--- config.mk ---
export PLATFORM = sky130hd
export DESIGN_NAME = periodic_command_scheduler
export DESIGN_NICKNAME = d
export VERILOG_FILES = /design/src/hw/rtl/pcs_pkg.sv /design/src/hw/rtl/pcs_csr.sv /design/src/hw/rtl/pcs_core.sv /design/src/hw/rtl/periodic_command_scheduler.sv
export SDC_FILE = /design/constraint.sdc
export NUM_CORES = 1
export LEC_CHECK = 0
export ABC_AREA = 1
export BUFFER_PORTS_ARGS = -buffer_cell sky130_fd_sc_hd__buf_2
export CAP_MARGIN = 20
export CORE_ASPECT_RATIO = 1.1
export CORE_MARGIN = 2
export CORE_UTILIZATION = 35
export DETAILED_ROUTE_END_ITERATION = 7
export HOLD_SLACK_MARGIN = 0.05
export PLACE_DENSITY = 0.61
export SYNTH_ARGS = -nofsm -noshare
export SYNTH_HDL_FRONTEND = slang
export SYNTH_HIERARCHICAL = 1
export SYNTH_SLANG_ARGS = --single-unit
export TNS_END_PERCENT = 10
--- constraint.sdc ---
create_clock -name clock -period 4.5 [get_ports clock]
set_input_delay 0.675 -clock clock [delete_from_list [all_inputs] [get_ports clock]]
set_output_delay 0.675 -clock clock [all_outputs]
set_load 0.01 [all_outputs]
--- src/hw/rtl/pcs_pkg.sv ---
// ----------------------------------------------------------------------------
// pcs_pkg
// Shared types and constants for the periodic command scheduler.
// ----------------------------------------------------------------------------
package pcs_pkg;

   localparam int unsigned MAX_ENTRIES = 3;
   localparam int unsigned TICK_W      = 32;
   localparam int unsigned IVL_W       = 16;
   localparam int unsigned GAP_W       = 8;
   localparam int unsigned IDX_W       = 2;
   localparam int unsigned CSR_IDX_W   = 3;
   localparam int unsigned CSR_DATA_W  = 16;

   localparam logic [TICK_W-1:0] WRAP_LIMIT = 32'h7fff_ffff;

   // reset values of the configuration registers
   localparam logic                   RST_READY   = 1'b0;
   localparam logic [MAX_ENTRIES-1:0] RST_ENABLE  = 3'b001;
   localparam logic [IVL_W-1:0]       RST_IVL_A   = 16'd40;
   localparam logic [IVL_W-1:0]       RST_IVL_B   = 16'd20;
   localparam logic [IVL_W-1:0]       RST_IVL_C   = 16'd10000;
   localparam logic [GAP_W-1:0]       RST_MIN_GAP = 8'd10;

   typedef enum logic [CSR_IDX_W-1:0] {
      CSR_SCHED_READY = 3'd0,
      CSR_ENABLE_MASK = 3'd1,
      CSR_INTERVAL_A  = 3'd2,
      CSR_INTERVAL_B  = 3'd3,
      CSR_INTERVAL_C  = 3'd4,
      CSR_MIN_GAP     = 3'd5
   } csr_index_type;

   typedef struct packed {
      logic                              sched_ready;
      logic [MAX_ENTRIES-1:0]            enable_mask;
      logic [MAX_ENTRIES-1:0][IVL_W-1:0] interval;
      logic [GAP_W-1:0]                  min_gap;
   } cfg_type;

   typedef struct packed {
      logic             fired;
      logic [IDX_W-1:0] entry_index;
   } decision_type;

endpackage

--- src/hw/rtl/pcs_csr.sv ---
// ----------------------------------------------------------------------------
// pcs_csr
// Configuration registers of the scheduler, written through a plain port.
// ----------------------------------------------------------------------------
module pcs_csr (
   input  logic                               clock,
   input  logic                               reset,
   input  logic                               csr_wr_en,
   input  logic [pcs_pkg::CSR_IDX_W-1:0]      csr_index,
   input  logic [pcs_pkg::CSR_DATA_W-1:0]     csr_wdata,
   output pcs_pkg::cfg_type                   cfg
);
   import pcs_pkg::*;

   cfg_type cfg_ff, cfg_in;

   always_comb begin
      cfg_in = cfg_ff;
      if (csr_wr_en) begin
         case (csr_index_type'(csr_index))
            CSR_SCHED_READY: cfg_in.sched_ready = csr_wdata[0];
            CSR_ENABLE_MASK: cfg_in.enable_mask = csr_wdata[MAX_ENTRIES-1:0];
            CSR_INTERVAL_A:  cfg_in.interval[0] = csr_wdata[IVL_W-1:0];
            CSR_INTERVAL_B:  cfg_in.interval[1] = csr_wdata[IVL_W-1:0];
            CSR_INTERVAL_C:  cfg_in.interval[2] = csr_wdata[IVL_W-1:0];
            CSR_MIN_GAP:     cfg_in.min_gap     = csr_wdata[GAP_W-1:0];
            default:         cfg_in = cfg_ff;   // drop writes to unused indexes
         endcase
      end
   end

   always_ff @(posedge clock) begin
      if (reset) begin
         cfg_ff.sched_ready <= RST_READY;
         cfg_ff.enable_mask <= RST_ENABLE;
         cfg_ff.interval[0] <= RST_IVL_A;
         cfg_ff.interval[1] <= RST_IVL_B;
         cfg_ff.interval[2] <= RST_IVL_C;
         cfg_ff.min_gap     <= RST_MIN_GAP;
      end else begin
         cfg_ff <= cfg_in;
      end
   end

   assign cfg = cfg_ff;

endmodule

--- src/hw/rtl/pcs_core.sv ---
// ----------------------------------------------------------------------------
// pcs_core
// Due-time and last-send state, wrap-safe eligibility tests, priority pick.
// ----------------------------------------------------------------------------
module pcs_core #(
   parameter int unsigned ENTRIES = 3
) (
   input  logic                           clock,
   input  logic                           reset,
   input  pcs_pkg::cfg_type               cfg,
   input  logic [pcs_pkg::TICK_W-1:0]     tick,
   input  logic                           advance,
   output pcs_pkg::decision_type          decision
);
   import pcs_pkg::*;

   logic [ENTRIES-1:0][TICK_W-1:0] due_ff, due_in;
   logic [TICK_W-1:0]              last_ff, last_in;
   logic [ENTRIES-1:0]             eligible;
   logic [TICK_W-1:0]              gap;
   logic                           gap_ok;
   decision_type                   pick;

   assign gap    = tick - last_ff;
   assign gap_ok = (gap > TICK_W'(cfg.min_gap)) && (gap < WRAP_LIMIT);

   always_comb begin
      logic [TICK_W-1:0] over;
      for (int k = 0; k < int'(ENTRIES); k++) begin
         over        = tick - due_ff[k];
         eligible[k] = cfg.enable_mask[k] && (over != '0) && (over < WRAP_LIMIT);
      end
   end

   // lowest-numbered eligible entry wins
   always_comb begin
      pick = '0;
      for (int k = int'(ENTRIES) - 1; k >= 0; k--) begin
         if (eligible[k]) begin
            pick.fired       = 1'b1;
            pick.entry_index = IDX_W'(k);
         end
      end
      if (!(cfg.sched_ready && gap_ok)) begin
         pick = '0;
      end
   end

   always_comb begin
      due_in  = due_ff;
      last_in = last_ff;
      if (advance && pick.fired) begin
         for (int k = 0; k < int'(ENTRIES); k++) begin
            if (pick.entry_index == IDX_W'(k)) begin
               due_in[k] = tick + TICK_W'(cfg.interval[k]);
            end
         end
         last_in = tick;
      end
   end

   always_ff @(posedge clock) begin
      if (reset) begin
         due_ff  <= '0;
         last_ff <= '0;
      end else begin
         due_ff  <= due_in;
         last_ff <= last_in;
      end
   end

   assign decision = pick;

endmodule

--- src/hw/rtl/periodic_command_scheduler.sv ---
// ----------------------------------------------------------------------------
// periodic_command_scheduler
// Picks at most one periodic command entry to fire on each tick item.
// ----------------------------------------------------------------------------
//
//   channel | direction | handshake              | payload
//   --------+-----------+------------------------+--------------------------
//   req     | in        | req_valid / req_stall  | req_tick_now[31:0]
//   rsp     | out       | rsp_valid / rsp_stall  | rsp_fired, rsp_entry_index
//   csr     | in        | csr_wr_en              | csr_index, csr_wdata
//
// An item passes through the input register and then the result register,
// one item per cycle sustained while rsp is not stalled. The decision,
// the due-time reload and the last-send update all happen as the item moves
// from the input register to the result register, so the next item already
// sees the updated state. Reset (synchronous) empties both registers, clears
// all due times and the last-send tick, and loads the register defaults.
// A stall on rsp holds the result; req stalls only when the input register
// is full and cannot advance.
// ----------------------------------------------------------------------------
module periodic_command_scheduler #(
   parameter int unsigned ENTRIES = 3
) (
   input  logic                               clock,
   input  logic                               reset,
   input  logic                               req_valid,
   output logic                               req_stall,
   input  logic [31:0]                        req_tick_now,
   output logic                               rsp_valid,
   input  logic                               rsp_stall,
   output logic                               rsp_fired,
   output logic [1:0]                         rsp_entry_index,
   input  logic                               csr_wr_en,
   input  logic [pcs_pkg::CSR_IDX_W-1:0]      csr_index,
   input  logic [pcs_pkg::CSR_DATA_W-1:0]     csr_wdata
);
   import pcs_pkg::*;

   cfg_type           cfg;
   decision_type      decision;
   logic              in_valid_ff, in_valid_in;
   logic [TICK_W-1:0] tick_ff, tick_in;
   logic              out_valid_ff, out_valid_in;
   decision_type      out_ff, out_in;
   logic              advance;

   pcs_csr u_csr (
      .clock     (clock),
      .reset     (reset),
      .csr_wr_en (csr_wr_en),
      .csr_index (csr_index),
      .csr_wdata (csr_wdata),
      .cfg       (cfg)
   );

   pcs_core #(.ENTRIES(ENTRIES)) u_core (
      .clock    (clock),
      .reset    (reset),
      .cfg      (cfg),
      .tick     (tick_ff),
      .advance  (advance),
      .decision (decision)
   );

   // move the held item on whenever the result register is free or draining
   assign advance   = in_valid_ff && (!out_valid_ff || !rsp_stall);
   assign req_stall = in_valid_ff && !advance;

   always_comb begin
      in_valid_in = in_valid_ff;
      tick_in     = tick_ff;
      if (!req_stall) begin
         in_valid_in = req_valid;
         tick_in     = req_tick_now;
      end
   end

   always_comb begin
      out_valid_in = out_valid_ff;
      out_in       = out_ff;
      if (advance) begin
         out_valid_in = 1'b1;
         out_in       = decision;
      end else if (!rsp_stall) begin
         out_valid_in = 1'b0;   // result taken, nothing behind it
      end
   end

   always_ff @(posedge clock) begin
      if (reset) begin
         in_valid_ff  <= 1'b0;
         out_valid_ff <= 1'b0;
      end else begin
         in_valid_ff  <= in_valid_in;
         out_valid_ff <= out_valid_in;
      end
   end

   // payload registers: no reset needed
   always_ff @(posedge clock) begin
      tick_ff <= tick_in;
      out_ff  <= out_in;
   end

   assign rsp_valid       = out_valid_ff;
   assign rsp_fired       = out_ff.fired;
   assign rsp_entry_index = out_ff.entry_index;

endmodule

Word-level counts from Yosys, hierarchy flattened:

Index checks and enable logic that the tools add are counted.

* bits in registers: 225
* output and inout port bits: 5

* add/sub/neg operators: 7
* magnitude comparators: 5
* equality and inequality tests: 8
* mux-type cells: 6
* reduce and logical (&&, ||, !) cells: 29

Operators with widths (number)
* 32-bit by 31-bit less-than comparator with 1-bit output (second input constant): 4
* 32-bit subtractor: 4
* 32-bit by 16-bit adder with 32-bit output: 3
* 32-bit nonzero test: 3
* 32-bit by 8-bit > comparator with 1-bit output: 1
* 2-bit AND reduction: 9
* 3-bit two-way mux: 4
* 1-bit logical AND: 11
* 3-bit by 2-bit == test with 1-bit output (second input constant): 2
* 3-bit == test (second input constant): 2
* 3-bit by 1-bit == test with 1-bit output (second input constant): 1
* 1-bit logical NOT: 3
* 3-bit logical NOT: 1
* 2-bit by 1-bit == test with 1-bit output (second input constant): 1
* 2-bit == test (second input constant): 1
* 2-bit logical NOT: 1
* 1-bit two-way mux: 2
* 2-bit by 1-bit inequality test with 1-bit output (second input constant): 1
* 1-bit logical OR: 1

Depth between registers and ports, before layout:

Gate-level depths: netlist of the first run.

* depth in word-level cells: 10
* mapped depth: 30

Hierarchy:

The synthesis of the first run kept the hierarchy.

Modules (own cells, without submodules)
* pcs_core: times used 1, cells each 3434, area each 18655.4 um^2, seq. area each 2562.5 um^2
* pcs_csr: times used 1, cells each 347, area each 2412.3 um^2, seq. area each 1201.2 um^2
* periodic_command_scheduler: times used 1, cells each 45, area each 1134.8 um^2, seq. area each 1091.0 um^2

Least setup slack after synthesis of the first run:

OpenSTA, ideal clock, no wires.

* path type: reg2reg
* start point: reg tick_ff[1]
* end point: reg u_core.last_ff[25]
* arrival time: 3.315 ns
* data required time: 4.380 ns
* setup slack: 1.065 ns
* stages on the path, launching flop included: 25
* cell sequence: edfxtp_1 inv_1 fa_1 inv_1 nand2_1 nand2_1 nand2_1 nand2_1 ha_1 nand2_1 nor2_1 a211oi_1 nand2_1 o21ai_0 nand2_1 nor2_1 nand3_1 nor2_1 nand3_1 nor2_2 nor2_8 nand3_4 buf_6 buf_2 a21oi_1

* longest elaborated chain between the ends: 9
* elaborated cells between the ends (all ways): 25

RTL lines
* from (decl): RTL line periodic_command_scheduler.sv:42 `logic [TICK_W-1:0] tick_ff, tick_in;`
* from (signal assigned): RTL line periodic_command_scheduler.sv:101 `tick_ff <= tick_in;`
* branches (longest 7 deep; another with 32-bit subtractor)
* 3-bit two-way mux (*): RTL line pcs_core.sv:44 `if (!(cfg.sched_ready && gap_ok)) begin`
* 1-bit logical AND (*): RTL line pcs_core.sv:52 `if (advance && pick.fired) begin`
* to (signal assigned): RTL line pcs_core.sv:68 `last_ff <= last_in;`
* to (decl): RTL line pcs_core.sv:18 `logic [TICK_W-1:0] last_ff, last_in;`

Every way passes the cells marked *.
A chain may end at the register's enable or synchronous reset.

Worst setup path in the final report of the first run:

* start point: reg tick_ff[15]
* end point: reg u_core/due_ff[68] (netlist name)

* longest elaborated chain between the ends: 10
* elaborated cells between the ends (all ways): 27

RTL lines
* branches (longest 7 deep; another with 32-bit subtractor)
* 3-bit two-way mux (*): RTL line pcs_core.sv:44
* 2-bit == test or 1-bit logical AND (tied branches): RTL line pcs_core.sv:54, pcs_core.sv:52
* 2-bit AND reduction (no line) (*)
* to (signal assigned): RTL line pcs_core.sv:67 `due_ff <= due_in;`
* to (decl): RTL line pcs_core.sv:17 `logic [ENTRIES-1:0][TICK_W-1:0] due_ff, due_in;`

Marks and branches as above.

==> impl_metrics.tcl, run 1 <==
set metrics [dict create \
    start_kind "register" \
    core-area_um2 62600 \
    hold_buffers 0 \
    dieArea_um2 65500 \
    post-route-util_pct 39.5 \
    seq_area_frac_synth_pct 21.9 \
    cts_tree "done" \
    period_needed_ps 4270 \
    critPathArrivalTime_ps 4760 \
    fin_nets 4152 \
    worstPathMaxFanout 31 \
    cts_buffers 28 \
    die_h_um 268 \
    fmax_mhz 234 \
    layout_common_cells "nand2_1, inv_1, nor2_1, nand3_1, dfxtp_1" \
    rows 96 \
    worstSetupPathType "register to register" \
    first_global_vias 20900 \
    power.leakage_nw 12.7 \
    skew_ps 32.0 \
    cts_root_buffer "clkbuf_16" \
    slew_violations 0 \
    port_buffers 60 \
    syn_avg_cell_area_um2 5.80 \
    slew-limit-headroom_pct 27.5 \
    worst_setup_path_end_kind "register" \
    antenna_found_initial 2 \
    grtUsageMet1_pct 32.0 \
    wl_per_cell_um 16.2 \
    final_common_cell "nand2_1" \
    remaining_drc_errors 0 \
    ys_ff_latch 225 \
    period_share_pct 94.9 \
    yosysWarningCount 6 \
    yosys_most_used_dff "dfxtp_1" \
    maxCapViolations 0 \
    netlist_instances 3826 \
    grt_setup_unrepaired "true" \
    max-vdd-ir-drop_v 0.000299 \
    use_met2_pct 36.4 \
    vias 23200 \
    dieWidth_um 244 \
    grt_start_max_net_pins 62 \
    worst_pin_slew_ps 1090 \
    dr.pass1.iters 6 \
    syn-cell-area_um2 22200 \
    path_clk_slew_ps 60 \
    ctsHtreeMaxLevel 1 \
    synth_cell_types 50 \
    cp.required_ps 4990 \
    area_growth_pct 11.3 \
    initial_utilization_pct 35.5 \
    gp_congestion 0.956 \
    drt-initial-drc-count 1907 \
    finalHoldViolations 0 \
    use_met3_pct 3.02 \
    clockBufferDepth 3 \
    hold_class "input pin to register" \
    grt_use_total_pct 22.8 \
    drive_gt1_share_pct 5.98 \
    syn-num-nets 4069 \
    place_worst_setup_slack_ps 215 \
    status "finished, final reports clean" \
    grt_pass1_wl_um 117000 \
    gr-max-usage-layer "met2" \
    dp_hpwl_um 61400 \
    p_per_area_nw_per_um2 252 \
    setup_viol 0 \
    io_pins 61 \
    num_antenna_cells 0 \
    worstSkewPairLatency_ps 600 \
    gr-total-overflow 0 \
    vias_per_cell 4.87 \
    synth_edf_count 35 \
    ys_async_sr_fraction_pct 0 \
    ant_nets 0 \
    setup_ws_ps 232 \
    wirelength_um 77100 \
    fillers 6930 \
    cts_num_sinks 225 \
]
cell families after synthesis:
logic type	count (synthesis)	share of synthesized area, %
xor+xnor	114	4.50
fa+ha+maj	187	10.8
simple gates	2188	40.7
compound gates	375	9.07
flops	225	21.9
buf+inv	737	13.0
stage by stage:
step | setup TNS, ps | cell area (um2) | cells | hold WS [ps] | total power, mW
finish | 0 | 24700 | 4764 | 248 | 6.23
global route | -78.6 | 24700 | 4764 | 241 | 6.55
CTS | 0 | 24600 | 4757 | 224 | 6.25
detailed placement | 0 | 23600 | 4705 | 443 | 3.78
global placement | 0 | 23600 | 4705 | 441 | 3.78
floorplan | 0 | 22200 | 3826 | 427 | 3.29
per-layer routing:
layer	vias up	routed length, um
met5	-	23
met4	4	2470
met3	120	5130
met2	715	33100
met1	10300	36400
li1	12100	-
worst paths after layout:
check,start,to,slack [ps],cells after the start
setup reg to reg,tick_ff[15],u_core/due_ff[68],230,19
setup / recovery,tick_ff[15],u_core/due_ff[68],230,19
hold reg to reg,u_core/last_ff[9],u_core/last_ff[9],450,2
hold / removal,req_tick_now[11],tick_ff[11],250,1
worst max-delay path, stage by stage (launching register included):
cell,delay [ps]
edfxtp_1,850
ha_1,430
a21oi_1,420
o21ai_0,280
nand2_1,110
nand2_1,80
a21oi_1,190
nand2_1,70
nand2_1,60
nand2_1,80
nand3_1,80
nor2_1,70
nand3_1,130
nor2_4,60
nor2_8,170
nand3_2,310
nor2_8,510
nand2_1,110
nand2_1,80
nor2_1,60
repair_timing:
action | 4_1_cts | 5_1_grt
buffers inserted | 0 | 4
endpoints found under the setup margin | 0 | 59
resized for setup | 0 | 7
sequential cells by signal (all words and copies together), names as in the netlist:
register and count:
rsp_fired 1, u_csr/cfg 60, u_core/last_ff 32, tick_ff 32, u_core/due_ff 96, in_valid_ff 1, rsp_entry_index 2, rsp_valid 1
where the power goes:
part           internal (mW)  switching (mW)  total, mW
sequential              2.08          0.0778       2.16
combinational          0.544            1.07       1.61
clock                   1.46            1.00       2.46
cell type report:
cell class / instances / area, um2 / area share (%)
clock buffers: 35 / 768 / 3.11
clock inverters: 17 / 239 / 0.967
inverters: 675 / 2540 / 10.3
multi-input cells: 2867 / 14500 / 58.6
flip-flops and latches: 225 / 4850 / 19.6
well taps: 833 / 1040 / 4.22
repair buffers: 112 / 786 / 3.18
synthesized netlist by cell type (all sizes together), types with 14 or more instances:
cell    number  area, um2
edfxtp      35       1050
ha         180       2250
clkbuf      24       95.1
nor3        33        170
nor2       549       2160
a31oi       14       87.6
nand2     1267       4810
a21oi      194        990
xnor2       31        272
nand3b      31        233
buf         38        267
xor2        83        727
dfxtp      190       3800
nand3      248       1300
nand4       33        206
o21ai      130        651
inv        673       2530
Power figures use the tool's default switching activity.
==> run 2: changes to the inputs <==
Settings changed: CORE_UTILIZATION 35 to 30, PLACE_DENSITY 0.61 to 0.55, SLEW_MARGIN set to 10.
==> run 2 against run 1 <==
  * Sequential share of layout area is essentially flat
  * Hold slack better by 17 ps
  * Critical path depth is 1 higher
==> impl_metrics.tcl, run 2 (same netlist as run 1, synthesis figures left out) <==
set metrics [dict create \
    status "finished, final reports clean" \
    fin_nets 4151 \
    final_common_cell "nand2_1" \
    area_growth_pct 11.5 \
    dr.pass1.iters 5 \
    slew_violations 0 \
    critPathArrivalTime_ps 4780 \
    design_area_um2 24800 \
    gr-total-overflow 0 \
    grt_use_total_pct 20.1 \
    max-vdd-ir-drop_v 0.000243 \
    wirelength_um 79300 \
    grt_setup_unrepaired "true" \
    period_share_pct 96.1 \
    gp_congestion 0.941 \
    period_needed_ps 4330 \
    worst_setup_path_end_kind "register" \
    num_antenna_cells 0 \
    fmax_mhz 231 \
    dpl_cell_area_um2 23800 \
    dp_hpwl_um 64300 \
    drive_gt1_share_pct 5.83 \
    antenna_found_initial 2 \
    core-area_um2 73300 \
    cts_setup_buffers 0 \
    die_h_um 289 \
    power_mw 6.14 \
    start_kind "register" \
    hold_buffers 0 \
    io_pins 61 \
    clockBufferDepth 3 \
    skew_ps 34.7 \
    port_buffers 60 \
    largest_reg_flops 96 \
    grt_start_max_net_pins 66 \
    power.leakage_nw 12.6 \
    ant_nets 0 \
    wl_per_cell_um 16.2 \
    cts_root_buffer "clkbuf_16" \
    hold_class "input pin to register" \
    worstPathMaxFanout 30 \
    fin_tns_setup_ps 0 \
    initial_utilization_pct 30.3 \
    p_per_area_nw_per_um2 248 \
    cts_resized 0 \
    dieWidth_um 263 \
    grt_pass1_wl_um 120000 \
    remaining_drc_errors 0 \
    place_inst 4830 \
    vias_per_cell 4.72 \
    cp.required_ps 4950 \
    layout_common_cells "nand2_1, inv_1, nor2_1, nand3_1, dfxtp_1" \
    dieArea_um2 76200 \
    drt-initial-drc-count 1686 \
    worst_pin_slew_ps 990 \
    setup_viol 0 \
    fin_cells 4883 \
    worstSkewPairLatency_ps 590 \
    cts_num_sinks 225 \
    vias 23100 \
    timing.hold.ws_ps 265 \
    cts_tree "done" \
    cts_buffers 27 \
    top_register "u_core/due_ff" \
    path_clk_slew_ps 60 \
    first_global_vias 20900 \
    ctsHtreeMaxLevel 1 \
    slew-limit-headroom_pct 33.9 \
    worstSetupPathType "register to register" \
    finalHoldViolations 0 \
    rows 104 \
    maxCapViolations 0 \
]
[run 2: cell types whose count changed in the layout (fill, tap and decap cells not counted), sizes merged]
cell / previous run / this run
buf: 112 / 113
clkbuf: 35 / 37
nor2: 552 / 551
clkinv: 8 / 4
inv: 675 / 676
clkinvlp: 5 / 4
[run 2: cell type report]
cell class	count	area (um2)
fill	8283	48500
multi-input combinational	2866	14500
timing repair buffer	113	761
clock buffer	37	743
tap	954	1190
inverter	675	2530
clock inverter	13	199
sequential	225	4850
[run 2: power by group]
| part | switching (mW) | internal (mW) | total [mW] |
|---|---|---|---|
| clock | 0.944 | 1.40 | 2.34 |
| combinational | 1.08 | 0.544 | 1.63 |
| sequential | 0.0831 | 2.08 | 2.17 |
[run 2: critical path, cell delays in order (launching register included)]
cell	delay, ps
edfxtp_1	600
buf_4	270
ha_1	380
nand2_1	170
inv_1	50
nand2_1	60
nand2_1	70
inv_1	80
nand3_1	160
nand2_1	100
nand2_1	90
nor3_1	380
nand2_1	90
nor3_1	200
nand2_1	90
nand3_2	180
nand3_2	270
nor2_4	690
nand2_1	110
nand2_1	90
nor2_1	40
[run 2: path summary, 6_finish.rpt]
| check | start | to | slack, ps | cells after the start |
|---|---|---|---|---|
| hold reg to reg | u_core/due_ff[0] | u_core/due_ff[0] | 450 | 2 |
| setup / recovery | tick_ff[9] | u_core/due_ff[91] | 170 | 20 |
| setup reg to reg | tick_ff[9] | u_core/due_ff[91] | 170 | 20 |
| hold / removal | req_tick_now[7] | tick_ff[7] | 260 | 1 |
[run 2: stage by stage]
stage               utilization [%]  worst slack [ps]
floorplan                         -              1070
global placement               32.5               306
detailed placement             32.5               260
CTS                            33.7               208
global route                   33.8             -67.3
finish                         33.8               173
[run 2: routing by layer]
metal / track usage (%) / wire length [um]
met4: 4.71 / 1880
met5: 0 / 0
met3: 2.61 / 4320
met1: 27.8 / 37800
met2: 33.3 / 35300
